### config.mk
export PLATFORM = sky130hd
export DESIGN_NAME = afcm_cell
export DESIGN_NICKNAME = d
export VERILOG_FILES = /design/src/hdl/afcm_pkg.sv /design/src/hdl/afcm_cell.sv
export SDC_FILE = /design/constraint.sdc
export NUM_CORES = 1
export LEC_CHECK = 0
export BUFFER_PORTS_ARGS = -buffer_cell sky130_fd_sc_hd__buf_2
export CAP_MARGIN = 15
export CORE_AREA = 5 5 167 169
export CTS_CLUSTER_DIAMETER = 120
export DETAILED_ROUTE_END_ITERATION = 8
export DIE_AREA = 0 0 172 174
export GPL_TIMING_DRIVEN = 0
export PLACE_DENSITY = 0.72
export SLEW_MARGIN = 15
export SYNTH_ARGS = -nofsm -noshare
export SYNTH_HDL_FRONTEND = slang
export SYNTH_SLANG_ARGS = --single-unit
### constraint.sdc
create_clock -name clk -period 5.3 [get_ports clk]
set_clock_uncertainty 0.1 [all_clocks]
set_input_delay 0.265 -clock clk [delete_from_list [all_inputs] [get_ports clk]]
set_output_delay 0.265 -clock clk [all_outputs]
set_load 0.005 [all_outputs]
### src/hdl/afcm_pkg.sv
// Shared types, constants and helpers of the aspect-fit coordinate mapper.
// Depends on nothing; the top level, afcm_setup and afcm_cell import it.
`timescale 1ns / 1ps

package afcm_pkg;

	localparam int DIM_W                 = 15;
	localparam int COORD_W               = 16;
	localparam int EDGE_W                = 18;
	localparam int REG_IDX_W             = 3;
	localparam int INTEGER_SCALING_DEF   = 0;
	localparam int SCALE_FRAC_BITS_DEF   = 16;

	typedef enum logic [REG_IDX_W-1:0] {
		REG_REAL_WIDTH,
		REG_REAL_HEIGHT,
		REG_REAL_LEFT,
		REG_REAL_TOP,
		REG_USER_WIDTH,
		REG_USER_HEIGHT,
		REG_USER_LEFT,
		REG_USER_TOP
	} reg_idx_t;

	typedef struct packed {
		logic [DIM_W-1:0]   real_width;
		logic [DIM_W-1:0]   real_height;
		logic [COORD_W-1:0] real_left;
		logic [COORD_W-1:0] real_top;
		logic [DIM_W-1:0]   user_width;
		logic [DIM_W-1:0]   user_height;
		logic [COORD_W-1:0] user_left;
		logic [COORD_W-1:0] user_top;
	} cfg_t;

	typedef enum logic [3:0] {
		ST_START,
		ST_LOAD_A,
		ST_DIV_A,
		ST_MID,
		ST_LOAD_B,
		ST_DIV_B,
		ST_FIN,
		ST_OFS,
		ST_DONE
	} setup_state_t;

	// Side data that travels with a point down the divider chain.
	typedef struct packed {
		logic               mode;
		logic               hit;
		logic [COORD_W-1:0] point_x;
		logic [COORD_W-1:0] point_y;
		logic [COORD_W-1:0] res0_x;
		logic [COORD_W-1:0] res0_y;
		logic               neg_x;
		logic               neg_y;
		logic               zero_scale;
	} pay_t;

	function automatic logic [COORD_W-1:0] sat16(input logic signed [33:0] v);
		logic [COORD_W-1:0] r;
		if (v > 34'sd32767) begin
			r = 16'h7FFF;
		end else if (v < -34'sd32768) begin
			r = 16'h8000;
		end else begin
			r = v[COORD_W-1:0];
		end
		return r;
	endfunction

endpackage

### src/hdl/afcm_cell.sv
// One restoring-division step for the x and y lanes, with its own
// valid/ready stage register. Depends on afcm_pkg.
`timescale 1ns / 1ps

module afcm_cell import afcm_pkg::*; #(
	parameter int DW = 17 + SCALE_FRAC_BITS_DEF
) (
	input  logic          clk,
	input  logic          arst_n,
	input  logic [DW-1:0] divisor,
	input  logic          up_valid,
	output logic          up_ready,
	input  pay_t          up_pay,
	input  logic [DW-1:0] up_rem_x,
	input  logic [DW-1:0] up_dvd_x,
	input  logic [DW-1:0] up_rem_y,
	input  logic [DW-1:0] up_dvd_y,
	output logic          dn_valid,
	input  logic          dn_ready,
	output pay_t          dn_pay,
	output logic [DW-1:0] dn_rem_x,
	output logic [DW-1:0] dn_dvd_x,
	output logic [DW-1:0] dn_rem_y,
	output logic [DW-1:0] dn_dvd_y
);

	logic          valid_q;
	pay_t          pay_q;
	logic [DW-1:0] rem_x_q, dvd_x_q, rem_y_q, dvd_y_q;
	logic [DW:0]   sh_x, sh_y, df_x, df_y;
	logic          tk_x, tk_y;

	assign sh_x = {up_rem_x, up_dvd_x[DW-1]};
	assign sh_y = {up_rem_y, up_dvd_y[DW-1]};
	assign df_x = sh_x - {1'b0, divisor};
	assign df_y = sh_y - {1'b0, divisor};
	assign tk_x = sh_x >= {1'b0, divisor};
	assign tk_y = sh_y >= {1'b0, divisor};

	assign up_ready = !valid_q || dn_ready;

	always_ff @(posedge clk or negedge arst_n) begin
		if (!arst_n) begin
			valid_q <= 1'b0;
		end else if (up_ready) begin
			valid_q <= up_valid;
		end
	end

	always_ff @(posedge clk) begin
		if (up_ready && up_valid) begin
			pay_q   <= up_pay;
			rem_x_q <= tk_x ? df_x[DW-1:0] : sh_x[DW-1:0];
			rem_y_q <= tk_y ? df_y[DW-1:0] : sh_y[DW-1:0];
			dvd_x_q <= {up_dvd_x[DW-2:0], tk_x};
			dvd_y_q <= {up_dvd_y[DW-2:0], tk_y};
		end
	end

	assign dn_valid = valid_q;
	assign dn_pay   = pay_q;
	assign dn_rem_x = rem_x_q;
	assign dn_dvd_x = dvd_x_q;
	assign dn_rem_y = rem_y_q;
	assign dn_dvd_y = dvd_y_q;

endmodule
Yosys cells after proc, flatten, opt, wreduce, memory -nomap -nowiden
Cells that the tools add are included.
{"block": "word_totals", "output_inout_bits": 203, "inputBits": 238, "elab_cells": 23, "regBits": 202}
{"block": "op_classes", "n_lt_le_gt_ge": 2, "reduce_logical": 3, "add_sub_neg": 2, "mux": 2}
{"cell": "$ge A34 B33 Y1", "n": 2}
{"cell": "$mux W33", "n": 2}
{"cell": "$sub A33 B33 Y33", "n": 2}
{"cell": "$logic_and A1 B1 Y1", "n": 1}
{"cell": "$logic_not A1 Y1", "n": 1}
{"cell": "$logic_or A1 B1 Y1", "n": 1}

Logic depth before layout (Yosys ltp)
{"block": "logic_depth", "ltp_word": 3, "depth_mapped": 14, "mapped_depth_nobuf": 13}

Worst setup path before layout
OpenSTA, ideal clock, no wires.
{"block": "synth_path", "path_kind": "flip-flop to flip-flop", "from": "register valid_q (netlist: dn_valid)", "to": "register dvd_x_q[0] (netlist: dn_dvd_x[0]) (enable)", "setup_slack_ns": -0.495, "path_stages_with_launch": 3, "required_time_ns": 4.613, "arrival_time_ns": 5.108, "synth_period_minus_slack_ns": 5.795, "setup_time_ns": 0.587, "n_path_buf": 0, "cell_sequence": "dfrtp_1 nand2b_1 and2_1"}
{"block": "synth_between", "elab_chain_len": 3}
{"item": "start, declared", "line": "afcm_cell.sv:27", "text": "logic valid_q;"}
{"item": "start signal, assigned", "line": "afcm_cell.sv:46", "text": "valid_q <= up_valid;"}
{"item": "$logic_not A1 Y1", "line": "afcm_cell.sv:40", "text": "assign up_ready = !valid_q || dn_ready;"}
{"item": "$logic_or A1 B1 Y1", "line": "afcm_cell.sv:40"}
{"item": "net up_ready", "line": "afcm_cell.sv:12", "text": "output logic up_ready,"}
{"item": "$logic_and A1 B1 Y1", "line": "afcm_cell.sv:51", "text": "if (up_ready && up_valid) begin"}
{"item": "end signal, assigned", "line": "afcm_cell.sv:55", "text": "dvd_x_q <= {up_dvd_x[DW-2:0], tk_x};"}
{"item": "end, declared", "line": "afcm_cell.sv:29", "text": "logic [DW-1:0] rem_x_q, dvd_x_q, rem_y_q, dvd_y_q;"}
The timed path passes the listed nets, and every way through them passes these cells.
A chain may end at the register's enable or synchronous reset.

Final worst setup path
{"block": "layout_path", "from": "input port up_rem_y[8]", "to": "register rem_y_q[9] (netlist: dn_rem_y[9]) (data pin)"}
{"block": "layout_between", "elab_chain_len": 2, "word_cells_on_any_way": 3, "cone_classes": "add/sub (1); order compare (1); mux (1)"}
{"item": "start, declared", "line": "afcm_cell.sv:16", "text": "input logic [DW-1:0] up_rem_y,"}
{"item": "$sub A33 B33 Y33 or $ge A34 B33 Y1 (tied branches)", "line": "afcm_cell.sv:36, afcm_cell.sv:38"}
{"item": "$mux W33 (*)", "line": "afcm_cell.sv:54", "text": "rem_y_q <= tk_y ? df_y[DW-1:0] : sh_y[DW-1:0];"}
{"item": "end signal, assigned", "line": "afcm_cell.sv:54"}
{"item": "end, declared", "line": "afcm_cell.sv:29"}
Mark *: on every way between the ends. The rest lies on a longest branch, timed or not.

==> results.md <==
- Hold Path Class: input pin to flip-flop
- Slew HR: 34.9%
- Worst R2R Start: dn_valid
- Buf+Inv Stages, Crit Path: 4
- Initial antenna violation count: 12
- Number of DRC markers in iteration 0: 623
- H-tree Lvls: 1
- Crit path capture: dn_rem_y[9]
- Sequential power share: 42.4%
- Cells after Synth: 800
- Ys async rst share: 0.495%
- CTS max path bufs: 3
- Register-to-Register Path Depth: 4
- CTS Sinks: approximately 200
- CP startpoint kind: input pin
- R2R setup slack: 3.06 ns
- FILL cells: 2,098
- Critical path depth: 14
- Worst path max stage delay: 0.56 ns
- Placer Congestion: 0.932
- WL/cell: ~22 um
- Port bufs: 440
- YS warnings: 0
- GRT overflow: 0
- Post-synth cell types: 69
- RSZ-0062 raised after global routing: false
- Clk_lat worst skew: 0.49 ns
- Period utilization: ~73%
- Post-DP HPWL: 28,800 um
- Reg area: 0.00606 mm2
- Share of the synthesized area in the top cell type: 56.6%
- DR pass1 iterations: 5
- Minimum clock period: 3.89 ns
- DRC viols: 0
- Sw power: 0.00125 W
- Reg2reg end: dn_rem_y[23]
- Post-Syn Area per Cell: 13.3 um2
- Slowest CP cell: dlygate4sd3_1
- Power Density: 288 mW/mm2
- Final hold violation count: 0
- Starting Density: 40.4%
- Die area: 0.0299 mm2
- Standard-cell row count: 60
- Top FF cell, synth: edfxtp_1
- Worst vdd ir: 0.254 mV
- Top cells by area, synth: edfxtp_1 (57%), ha_1 (7.7%), mux2_4 (3.7%)
- Vias: 9,424
- Vias in the first global route: 9,905
- Static Leak: 7.05 nW
- Status: completed
- DP Worst Slack: 1.25 ns
- Setup TNS: 0 ns
- Syn_nets: around 1,100
- Worst setup path startpoint: up_rem_y[8]
- CP endpoint kind: flip-flop
- Layout net count: 1,762
- First-pass GRT wire length: 56,500 um
- Cell family with most CP delay: compound AO/OA/AOI/OAI gates
- Area Overhead vs Synth: 50.2%
- Die Wd: 172 um
- CTS tree: yes
- Share of cells above drive strength 1: between 30% and 40%
- Worst setup margin: 1.41 ns
- Commonest non-fill, non-tap cell in the layout: buf_2
- Worst slew pin tran: 0.964 ns
- Crit path required time: around 5.5 ns
- Commonest cells after routing, fill and taps aside: buf_2 (445), edfxtp_1 (201), dlygate4sd3_1 (188)
- Largest net degree at the start of global routing: 59
- CTS Buf Count: 23
- GRT Total Usage: roughly a quarter
- CTS root buf: clkbuf_16
- Post-synth EDFFs: 201
- Register bit total from synthesis: just over 200
- Cell Area, Synth: 0.0107 mm2
- Clock slew at reported path FFs: 0.06 ns
- Crit Path Category: input pin to flip-flop
- Seq/Total Area, Yosys: 56.8%
- Max-cap violations: 0
- Leading area contributor after synthesis: edfxtp_1
- Vias/cell: 5.16
- Clock Power Share: 34.3%
- Num ports: about 440
- Routed WL: 39,300 um
- Critical path data arrival time: 4.04 ns
- Worst path cell trace: dlygate4sd3_1 > buf_2 > ha_1 > buf_2 > nand4_1 > nor3_1 > a21o_1 > a41oi_2 > o21ai_1 > a221o_2 > a31oi_4 > o311ai_4 > buf_6 > mux2_1
- Crit path max fanout: 10
- Die height: 174 um
- Internal: 0.00336 W
- Core area: 0.0264 mm2
- Antenna Nets Post-Route: 0
- Area taken by multi-input logic gates: 0.00429 mm2
- Fmax: between 200 and 300 MHz
- Setup-failing EPs final: 0
- Final Max Tran Viols: 0
- Gate power share: a little under a quarter
- Most used cell, CP: buf_2
- Net Sw Frac: a little over a quarter
-- worst min path at each step --
stage | end | slack [ns] | startpoint | cells after the start
final | dn_rem_x[25] | 0.03 | up_rem_x[24] | 2
after global routing | dn_rem_x[25] | 0.009 | up_rem_x[24] | 2
after CTS | dn_rem_y[0] | 0.001 | up_dvd_y[32] | 3
after detailed placement | dn_valid | -0.05 | arst_n | 1
after global placement | dn_valid | -0.05 | arst_n | 1
after floorplan | dn_valid | -0.13 | arst_n | 0
-- sequential cells by signal, indices dropped and copies added, names as in the netlist --
name,flops
dn_valid,1
dn_rem_x,33
dn_pay,69
dn_dvd_x,33
dn_rem_y,33
dn_dvd_y,33
-- per-stage QoR --
| stage | std cells | cell area (um2) | hold WS (ns) | util (%) | power, W |
|---|---|---|---|---|---|
| 2_1_floorplan | 800 | 10700 | -0.131 | - | 0.00256 |
| 3_3_place_gp | 1581 | 13300 | -0.0516 | 50.3 | 0.00292 |
| 3_5_place_dp | 1584 | 13400 | -0.0523 | 50.7 | 0.00293 |
| 4_1_cts | 1813 | 16000 | 0.00136 | 60.5 | 0.00461 |
| 5_1_grt | 1825 | 16000 | 0.00928 | 60.7 | 0.00481 |
| 6_report | 1825 | 16000 | 0.0300 | 60.7 | 0.00461 |
-- area by class of cell --
class | count | area share (%)
Tap cell | 341 | 2.66
Sequential cell | 202 | 37.8
Timing Repair Buffer | 631 | 26.0
Clock inverter | 15 | 0.898
Antenna cell | 12 | 0.187
Clock buffer | 26 | 3.66
Buffer | 21 | 0.835
Inverter | 52 | 1.22
Multi-Input combinational cell | 525 | 26.7
-- kinds of logic after synthesis --
logic type	share of synthesized area, %
flip-flops	56.8
multiplexers	7.74
AO/OA/AOI/OAI	12.2
XOR/XNOR	4.84
buffers and inverters	3.08
adder cells (fa/ha/maj)	8.11
AND/OR/NAND/NOR	7.23
-- synth_stat cells, types with 2 or more instances --
library cell and count:
or3_1 2, a221oi_1 3, mux2i_1 3, nand4_1 18
o21a_1 7, o21ai_1 2, a311oi_1 3, mux2_2 24
a31oi_1 7, inv_1 52, nand2b_1 8, o211a_1 2
buf_6 6, a31oi_4 2, nor2b_1 8, and3_1 6
o21ai_0 29, edfxtp_1 201, nand2_1 39, a211oi_1 9
o2111ai_1 3, mux2_4 26, a21oi_1 44, nand3_1 12
xor2_1 25, o211ai_1 5, nor2_1 30, nor4_1 2
a21boi_0 2, mux2_1 12, nor4b_1 3, xnor2_1 34
nor3_1 12, and2_1 5, buf_2 5, ha_1 66
o21bai_1 11, a32oi_1 2, a21o_1 31, clkbuf_1 9
fa_1 2
-- worst reg2reg max path, stage by stage, from the launching register on --
cell and delay (ns):
dfrtp_1 0.40, nand2b_1 0.14, and2_4 0.58, buf_16 0.35, buf_16 0.30
-- timing repair --
item,4_1_cts,5_1_grt
hold buffers,188,0
buffers inserted,0,0
endpoints found under the hold margin,186,0
gates resized for setup,0,0
setup endpoints to repair,0,0
-- power by group through the flow --
stage / Clock (W) / Sequential, W / Combinational (W)
after global placement: 0 / 0.00199 / 0.000923
after global routing: 0.00168 / 0.00196 / 0.00117
after CTS: 0.00159 / 0.00195 / 0.00107
final: 0.00158 / 0.00196 / 0.00108
after floorplan: 0 / 0.00201 / 0.000558
after detailed placement: 0 / 0.00198 / 0.000944
-- routing by layer --
layer	routed length [um]	vias up	share of wire (%)	global-route usage, %
li1	-	4380	-	-
met2	21100	395	54	46.4
met1	13700	4561	35	25.6
met5	13	-	0.033	0
met3	2950	86	7.5	5.57
met4	1510	2	3.8	10.1
(Power assumes the default switching activity.)
